$ cat src/hdl/bb3_pkg.sv
// ---------------------------------------------------------------------------
// bb3_pkg: shared types and constants for the 3x3 box blur
// Register indexes, the stage command struct and the rounding-mean function.
// ---------------------------------------------------------------------------
package bb3_pkg;

	localparam int DefMaxWidth  = 1024;
	localparam int DefMaxHeight = 4096;

	localparam int CfgIdxW = 1;
	localparam int CfgDataW = 13;
	localparam logic [CfgIdxW-1:0] RegFrameWidth  = 1'b0;
	localparam logic [CfgIdxW-1:0] RegFrameHeight = 1'b1;

	// one command per accepted item, controller to datapath
	typedef struct packed {
		logic       shift;     // advance window and row stores
		logic       emit;      // a result is produced by this item
		logic       use_left;  // left column inside frame
		logic       use_right; // right column inside frame
		logic       use_top;   // upper row inside frame
		logic       use_bot;   // lower row inside frame
		logic       last;      // final result of the frame
	} bb3_cmd_t;

	// rounded mean (2*sum+n)/(2n) for n in 1, 2, 3, 4, 6 or 9; sum <= 2295
	function automatic logic [7:0] bb3_mean(input logic [11:0] sum, input logic [3:0] n);
		logic [13:0] num;
		logic [31:0] prod;
		logic [7:0]  q;
		num = {sum, 1'b0} + 14'(n);
		q = 8'd0;
		unique case (n)
			4'd1: q = 8'(num >> 1);
			4'd2: q = 8'(num >> 2);
			4'd3: begin
				prod = 32'(num) * 32'd10923;
				q = 8'(prod >> 16);
			end
			4'd4: q = 8'(num >> 3);
			4'd6: begin
				prod = 32'(num) * 32'd10923;
				q = 8'(prod >> 17);
			end
			4'd9: begin
				prod = 32'(num) * 32'd58255;
				q = 8'(prod >> 20);
			end
			default: q = 8'(num >> 1);
		endcase
		return q;
	endfunction

endpackage

$ cat src/hdl/bb3_ctrl.sv
// ---------------------------------------------------------------------------
// bb3_ctrl: frame position controller
// Tracks column, row and emitted position and issues one command per item.
// ---------------------------------------------------------------------------
module bb3_ctrl import bb3_pkg::*; #(
	parameter int MaxWidth  = DefMaxWidth,
	parameter int MaxHeight = DefMaxHeight
) (
	input  logic                         clk,
	input  logic                         arst_n,
	input  logic                         cfg_we,
	input  logic [CfgIdxW-1:0]           cfg_index,
	input  logic [CfgDataW-1:0]          cfg_data,
	input  logic                         step,
	input  logic                         drain,
	output logic                         take,
	output logic [$clog2(MaxWidth)-1:0]  col,
	output bb3_cmd_t                     cmd
);
	localparam int ColW = $clog2(MaxWidth);
	localparam int RowW = $clog2(MaxHeight + 1);
	localparam int WW   = $clog2(MaxWidth + 1);

	typedef enum logic [1:0] {ST_FILL, ST_RUN, ST_DRAIN} state_t;

	state_t state_q;
	logic [WW-1:0] w_q;
	logic [RowW-1:0] h_q;
	logic [ColW-1:0] col_q, ocol_q;
	logic [RowW-1:0] row_q, orow_q;
	logic [WW:0]     lead_q; // items taken before first emit

	logic in_frame, emit, last;
	logic [WW-1:0] wc;
	logic [RowW-1:0] hc;

	// clamped size of the value being written
	always_comb begin
		if (cfg_data[10:0] == 11'd0) wc = WW'(1);
		else if (32'(cfg_data[10:0]) > MaxWidth) wc = WW'(MaxWidth);
		else wc = WW'(cfg_data[10:0]);
		if (cfg_data == '0) hc = RowW'(1);
		else if (32'(cfg_data) > MaxHeight) hc = RowW'(MaxHeight);
		else hc = RowW'(cfg_data);
	end

	assign in_frame = (state_q != ST_DRAIN);
	assign take = step && !(in_frame && drain);
	assign emit = (lead_q == (WW+1)'(w_q) + 1'b1);
	assign last = emit && (WW'(ocol_q) + 1'b1 == w_q) && (orow_q + 1'b1 == h_q);
	assign col = col_q;

	always_comb begin
		cmd.shift     = take;
		cmd.emit      = take && emit;
		cmd.use_left  = ocol_q != '0;
		cmd.use_right = WW'(ocol_q) + 1'b1 < w_q;
		cmd.use_top   = orow_q != '0;
		cmd.use_bot   = orow_q + 1'b1 < h_q;
		cmd.last      = take && last;
	end

	always_ff @(posedge clk or negedge arst_n) begin
		if (!arst_n) begin
			state_q  <= ST_FILL;
			w_q      <= WW'((MaxWidth < 1024) ? MaxWidth : 1024);
			h_q      <= RowW'((MaxHeight < 768) ? MaxHeight : 768);
			col_q    <= '0;
			row_q    <= '0;
			ocol_q   <= '0;
			orow_q   <= '0;
			lead_q   <= '0;
		end else if (cfg_we) begin
			if (cfg_index == RegFrameWidth) w_q <= wc;
			else h_q <= hc;
			state_q <= ST_FILL;
			col_q   <= '0;
			row_q   <= '0;
			ocol_q  <= '0;
			orow_q  <= '0;
			lead_q  <= '0;
		end else if (take) begin
			if (!emit) lead_q <= lead_q + 1'b1;
			if (last) begin
				state_q <= ST_FILL;
				col_q   <= '0;
				row_q   <= '0;
				ocol_q  <= '0;
				orow_q  <= '0;
				lead_q  <= '0;
			end else begin
				if (emit) begin
					if (WW'(ocol_q) + 1'b1 >= w_q) begin
						ocol_q <= '0;
						orow_q <= orow_q + 1'b1;
					end else ocol_q <= ocol_q + 1'b1;
				end
				if (in_frame) begin
					if (WW'(col_q) + 1'b1 >= w_q) begin
						col_q <= '0;
						row_q <= row_q + 1'b1;
					end else col_q <= col_q + 1'b1;
					// end of the frame's pixels wins over the first emit
					if (WW'(col_q) + 1'b1 >= w_q && row_q + 1'b1 >= h_q)
						state_q <= ST_DRAIN;
					else if (state_q == ST_FILL && emit)
						state_q <= ST_RUN;
				end else begin
					if (WW'(col_q) + 1'b1 >= w_q) col_q <= '0;
					else col_q <= col_q + 1'b1;
				end
			end
		end
	end

	assert property (@(posedge clk) disable iff (!arst_n)
		cmd.last |-> cmd.emit) else $error("last without emit");
	assert property (@(posedge clk) disable iff (!arst_n)
		take |-> WW'(col_q) < w_q) else $error("column out of range");
	assert property (@(posedge clk) disable iff (!arst_n)
		(take && cmd.last && !cfg_we) |=> (lead_q == '0)) else $error("no restart");
endmodule

$ cat config.mk
export PLATFORM = sky130hd
export DESIGN_NAME = bb3_ctrl
export DESIGN_NICKNAME = d
export VERILOG_FILES = /design/src/hdl/bb3_pkg.sv /design/src/hdl/bb3_ctrl.sv
export SDC_FILE = /design/constraint.sdc
export NUM_CORES = 1
export LEC_CHECK = 0
export ABC_CLOCK_PERIOD_IN_PS = 5250
export BUFFER_PORTS_ARGS = -buffer_cell sky130_fd_sc_hd__buf_2
export CAP_MARGIN = 20
export CORE_ASPECT_RATIO = 1.2
export CORE_MARGIN = 5
export CORE_UTILIZATION = 50
export DETAILED_ROUTE_END_ITERATION = 12
export PLACE_DENSITY = 0.68
export SLEW_MARGIN = 10
export SYNTH_ARGS = -nofsm -noshare
export SYNTH_HDL_FRONTEND = slang
export SYNTH_SLANG_ARGS = --single-unit
$ cat constraint.sdc
create_clock -name clk -period 5.25 [get_ports clk]
set_clock_uncertainty 0.15 [all_clocks]
set_input_delay 0.7875 -clock clk [delete_from_list [all_inputs] [get_ports clk]]
set_output_delay 0.7875 -clock clk [all_outputs]
set_load 0.02 [all_outputs]
=== Word-level counts from Yosys, hierarchy flattened ===
Cells that the tools add are included.

* Reduce and logical (&&, ||, !) cells: 27
* Equality and inequality tests: 5
* Bitwise logic cells: 1
* Add/sub/neg operators: 8
* Mux-type cells: 33
* Magnitude comparators: 7

{| class="wikitable"
|+ Operators with widths
! operator !! count
|-
| $mux W13 || 12
|-
| $mux W10 || 9
|-
| $mux W12 || 4
|-
| $add A13 B1 Y13 const B || 2
|-
| $add A10 B1 Y11 const B || 2
|-
| $ge A11 B11 Y1 || 2
|-
| $mux W11 || 2
|-
| $add A10 B1 Y10 const B || 2
|-
| $eq A13 B13 Y1 || 1
|-
| $ge A13 B13 Y1 || 1
|-
| $gt A13 B13 Y1 const B || 1
|-
| $logic_not A13 Y1 || 1
|-
| $lt A13 B13 Y1 || 1
|-
| $reduce_bool A13 Y1 || 1
|-
| $add A11 B1 Y12 const B || 1
|-
| $add A12 B1 Y12 const B || 1
|-
| $eq A12 B12 Y1 || 1
|-
| $mux W2 || 6
|-
| $reduce_bool A3 Y1 || 4
|-
| $eq A11 B11 Y1 || 1
|-
| $gt A11 B11 Y1 const B || 1
|-
| $logic_not A11 Y1 || 1
|-
| $lt A11 B11 Y1 || 1
|-
| $reduce_bool A10 Y1 || 1
|-
| 10 further kinds || 22
|}

* Bits in registers: 84
* Word-level logic and storage cells: 89
* Output and inout port bits: 18
* Input port bits: 19

=== Depth between registers and ports, before layout ===
* Depth in word-level cells: 9
* Depth in mapped cells: 17
* Mapped depth without buffers: 15

=== Worst setup path after synthesis ===
No wires, ideal clock.

* Path kind: reg-to-reg
* Start: register orow_q[2]
* End: register lead_q[10]
* Period minus slack after synthesis: 3.526 ns
* Library setup time: 0.069 ns
* Cell stages (with the launch flop): 16
* Data required time: 5.031 ns
* Arrival time: 3.307 ns
* Path buffers: 0
* Path slack: 1.724 ns
* Cells stage by stage: dfrtp_1 and4_1 and2_1 nand3_1 or2_2 nor2_1 xor2_1 ha_1 nand4_1 nor4_1 nor4b_2 nor2_1 nand4_2 nand4_1 or4_1 nand3_1

* Word-level cells in the longest chain between the ends: 6
* Elaborated cells between the ends (all ways): 8
* Those cells by class: 1 x add/sub; 2 x eq/ne; 3 x mux; 2 x reduce/logical

{| class="wikitable"
|+ RTL lines
! element !! RTL line !! source
|-
| start, declared || bb3_ctrl.sv:30 || <nowiki>logic [RowW-1:0] row_q, orow_q;</nowiki>
|-
| start signal, assigned || bb3_ctrl.sv:95 || <nowiki>orow_q <= orow_q + 1'b1;</nowiki>
|-
| $add A13 B1 Y13 * || bb3_ctrl.sv:50 || <nowiki>assign last = emit && (WW'(ocol_q) + 1'b1 == w_q) && (orow_q + 1'b1 == h_q);</nowiki>
|-
| $eq A13 B13 Y1 * || bb3_ctrl.sv:50 ||
|-
| $logic_and A1 B1 Y1 * || bb3_ctrl.sv:50 ||
|-
| $mux W12 || bb3_ctrl.sv:84 || <nowiki>if (last) begin</nowiki>
|-
| $mux W12 || bb3_ctrl.sv:82 || <nowiki>end else if (take) begin</nowiki>
|-
| $mux W12 || bb3_ctrl.sv:73 || <nowiki>end else if (cfg_we) begin</nowiki>
|-
| end signal, assigned || bb3_ctrl.sv:83 || <nowiki>if (!emit) lead_q <= lead_q + 1'b1;</nowiki>
|-
| end, declared || bb3_ctrl.sv:31 || <nowiki>logic [WW:0] lead_q;</nowiki>
|}

Mark *: on every way between the ends. The rest lies on a longest branch, timed or not. The select of a mux whose other input is x is not followed.
A chain may end at the register's enable or synchronous reset.

=== Final worst setup path ===
* Start: register orow_q[2]
* End: register orow_q[8]

* Word-level cells in the longest chain between the ends: 6
* Elaborated cells between the ends (all ways): 11
* Those cells by class: 1 x add/sub; 1 x eq/ne; 5 x mux; 4 x reduce/logical

{| class="wikitable"
|+ RTL lines
! element !! RTL line
|-
| $add A13 B1 Y13 * || bb3_ctrl.sv:50, bb3_ctrl.sv:95
|-
| $eq A13 B13 Y1 or $mux W13 (tied branches) || bb3_ctrl.sv:50, bb3_ctrl.sv:93
|-
| $logic_and A1 B1 Y1 or $mux W13 (tied branches) || bb3_ctrl.sv:50, bb3_ctrl.sv:92
|-
| $mux W13 || bb3_ctrl.sv:84
|-
| $mux W13 || bb3_ctrl.sv:82
|-
| $mux W13 || bb3_ctrl.sv:73
|}

Marks and branches as above.

==> implementation parameters <==
Parameter                              Value

Drt
  Total met3 wirelength after detailed routing    670 um
  DRC violation count after routing    0
  Routed WL    16.1 mm
  Wire length on met2    7.88 mm
  Via-to-Cell Ratio    5.95
  Detailed Route Iter0 Violations    269
  Number of nets still failing antenna checks after routing    0
  Highest metal layer with signal wires    met4
  Final routed wire length divided by cell count    18.5 um
  Routed length on met1    7.10 mm
  First-pass detailed-route iteration total    4
  Number of vias in the routed layout    5158

Synth
  Leading post-synthesis cells by cell area    dfrtp_1 33%, ha_1 12%, nand2_1 4.6%
  Post-synthesis instance total    675
  Post-synthesis net count    750
  Most instantiated cells after synthesis    81 x dfrtp_1, 74 x nand2_1, 56 x ha_1
  Post-synth top area cell    dfrtp_1
  Leading cell type by number of instances after synthesis    dfrtp_1
  Count of unique library cells instantiated by Yosys    68
  Share of synthesized registers carrying an async set or reset    100%
  Netlist area before placement    6070 sq um
  Mean post-synth cell area    8.99 sq um
  Top cell type's share of synthesized area    33.4%
  Ys Warns    0
  Portion of the post-synthesis area used by sequential elements    34.7%
  Post-synth EDFFs    0
  Post-synthesis sequential element count    84
  Most frequently used flop master after synthesis    dfrtp_1

Global route
  Number of antenna violations at the first check in global routing    0
  GRT Resource Usage Total    22.4%
  Maximum number of pins on one net before global-route repair    45
  Gr ovfl total    0
  Vias in the first global route    5119
  Wire length of the first global-routing pass    26.1 mm

Critical path
  Crit path max fanout    23
  Slowest Stage Delay on Critical Path    0.49 ns
  Kind of cell adding the most delay to the critical path    simple AND/OR/NAND/NOR gates
  Required time worst endpoint    5.33 ns
  Critical Path Source Type    flip-flop
  Worst path cell trace    and4_1, and2_1, nand3_1, or2_2, nor2_1, xor2_1, ha_1, nand4_1, nor4_1, nor4b_2, and4_1, nor2_4, and3_1, a221o_1
  Type of the worst setup path    flip-flop to flip-flop
  Combined buffer and inverter count along the critical path    0
  Setup crit end kind    flip-flop
  Most repeated library cell on the critical path    and4_1
  Data arrival at the endpoint of the critical path    4.25 ns
  Worst-path cell with the longest stage delay    and4_1

Clock network
  Hold_buf cts    0
  Clock latency reported for the late side of the worst-skew pair    0.34 ns
  Clock buffer depth    2
  Cts repair resizes    0
  Number of post-CTS setup repair buffers    0
  Number of buffers inserted during clock tree synthesis    9
  H-tree level count    3
  CTS tree    yes
  Total clock sinks    84
  Post-CTS clock slew at the launch and capture registers of the worst setup and hold paths    0.07 ns
  Root Buffer    clkbuf_16

STA
  Post-route fraction of the period consumed by the critical path    79.5%
  Clock period minus final worst setup slack    4.18 ns
  Worst-Margin Slew    0.817 ns
  Final count of pins violating max slew    0
  Final setup violation count    0
  Final-layout worst hold slack    0.266 ns
  Smallest setup slack after layout    1.07 ns
  Max-slew headroom at the worst pin    45.5%
  Achievable Freq    239 MHz
  Number of endpoints with negative hold slack in the final report    0
  Setup repair after global routing missed its margin    false
  Post-route setup TNS    0 ns

Run status
  Run status    finished, final reports clean

Cells and area
  FF+latch area    2110 sq um
  Multi-input combinational cell area    3690 sq um
  Net count of the finished layout    776
  Share of layout cells above drive strength 1    11.2%
  Number of cells in the finished layout apart from fillers    867
  Layout overhead on the synthesized area    9.73%
  Filler instances    1130
  Antenna cells    0

Place
  Post-Place Worst Slack    1.14 ns
  Count of buffers from port buffering    36
  Final HPWL DP    12.2 mm
  Number of placed instances with taps included    851
  Final weighted congestion of routability-driven global placement    0.955

Power
  Clock power share    39.8%
  Cell-internal power    1.17 mW
  Lkg Pwr    3.17 nW
  Flop pwr share    42.1%
  Worst voltage drop across the vdd grid    0.175 mV
  Switching Fraction    31.6%
  Psw    542 uW
  Pwr per Cell Area    258 nW/um^2
  Gate power share    18.1%

Floorplanning
  Die Span Y    131 um
  Core footprint    12000 sq um
  Width of the die    111 um
  DIE AREA    14500 sq um
  Initial standard-cell utilization of the core    50.6%
  Ports placed on the boundary    37
  Row Count    44

Job
  Max Cap Viol    0

Hold path
  Hold Path Class    input port to async pin
==> placed cells by master (no fill, tap or decap), drive strengths merged, types with 6 or more instances in the layout <==
| cell type | Yosys | layout |
|---|---|---|
| xnor2 | 27 | 27 |
| xor2 | 22 | 22 |
| a22o | 20 | 20 |
| nor3 | 14 | 14 |
| buf | 10 | 39 |
| nor2b | 7 | 7 |
| clkbuf | 14 | 9 |
| nor4 | 10 | 10 |
| dfrtp | 81 | 81 |
| a21o | 11 | 11 |
| or3 | 6 | 6 |
| nor2 | 32 | 32 |
| nand3 | 34 | 34 |
| o31ai | 7 | 7 |
| inv | 37 | 42 |
| nand2 | 76 | 76 |
| ha | 56 | 56 |
| a32o | 6 | 6 |
| nand2b | 19 | 19 |
| nand4 | 17 | 17 |
| a21oi | 20 | 20 |
| and3 | 24 | 24 |
| o21ai | 57 | 57 |
==> metal layers <==
layer | global-route usage, % | vias to the layer above
li1 | - | 2501
met1 | 28.8 | 2509
met2 | 38.5 | 122
met3 | 3.50 | 26
met4 | 8.62 | 0
met5 | 0 | -
==> cell type report <==
type,count,area share (%)
clock buffer,9,3.38
clock inverter,7,1.32
inverter,38,2.14
multi-input combinational,529,55.4
sequential,84,31.6
tap,161,3.02
timing repair buffer,39,3.08
==> metrics by stage <==
step	power (mW)	utilization [%]	cell area, sq um
finish	1.72	55.5	6660
global route	1.80	55.5	6660
CTS	1.73	55.5	6660
detailed placement	1.04	52.9	6350
global placement	1.03	52.9	6350
floorplan	0.936	-	6070
==> kinds of logic after synthesis <==
family / count (synthesis) / synth area share (%)
AO/OA/AOI/OAI: 158 / 17.8
XOR/XNOR: 49 / 7.07
adder cells (fa/ha/maj): 57 / 11.7
buffers and inverters: 62 / 4.47
flip-flops: 84 / 34.7
multiplexers: 7 / 1.20
AND/OR/NAND/NOR: 258 / 23.1
==> power groups by stage <==
stage	combinational, mW	sequential (mW)	clock, mW
after floorplan	0.215	0.721	0
after global placement	0.301	0.732	0
after detailed placement	0.310	0.733	0
after CTS	0.312	0.721	0.697
after global routing	0.348	0.726	0.725
final	0.311	0.722	0.683
==> path summary, 6_finish.rpt <==
kind | from | to | slack (ns) | cells after the start
worst min-delay path | arst_n | row_q[11] | 0.27 | 1
max in group asynchronous | arst_n | state_q[1] | 3.68 | 2
worst max-delay path | orow_q[2] | orow_q[8] | 1.07 | 14
worst max register to register | orow_q[2] | orow_q[8] | 1.07 | 14
min in group clk | h_q[2] | h_q[2] | 0.37 | 1
worst min register to register | h_q[2] | h_q[2] | 0.37 | 1
==> flip-flops by register name, indices dropped and copies added (netlist names) <==
signal / cells
col: 10
ocol_q: 10
state_q: 2
row_q: 13
w_q: 11
orow_q: 13
h_q: 13
lead_q: 12
Note: power is estimated with default switching activity, not from simulation.
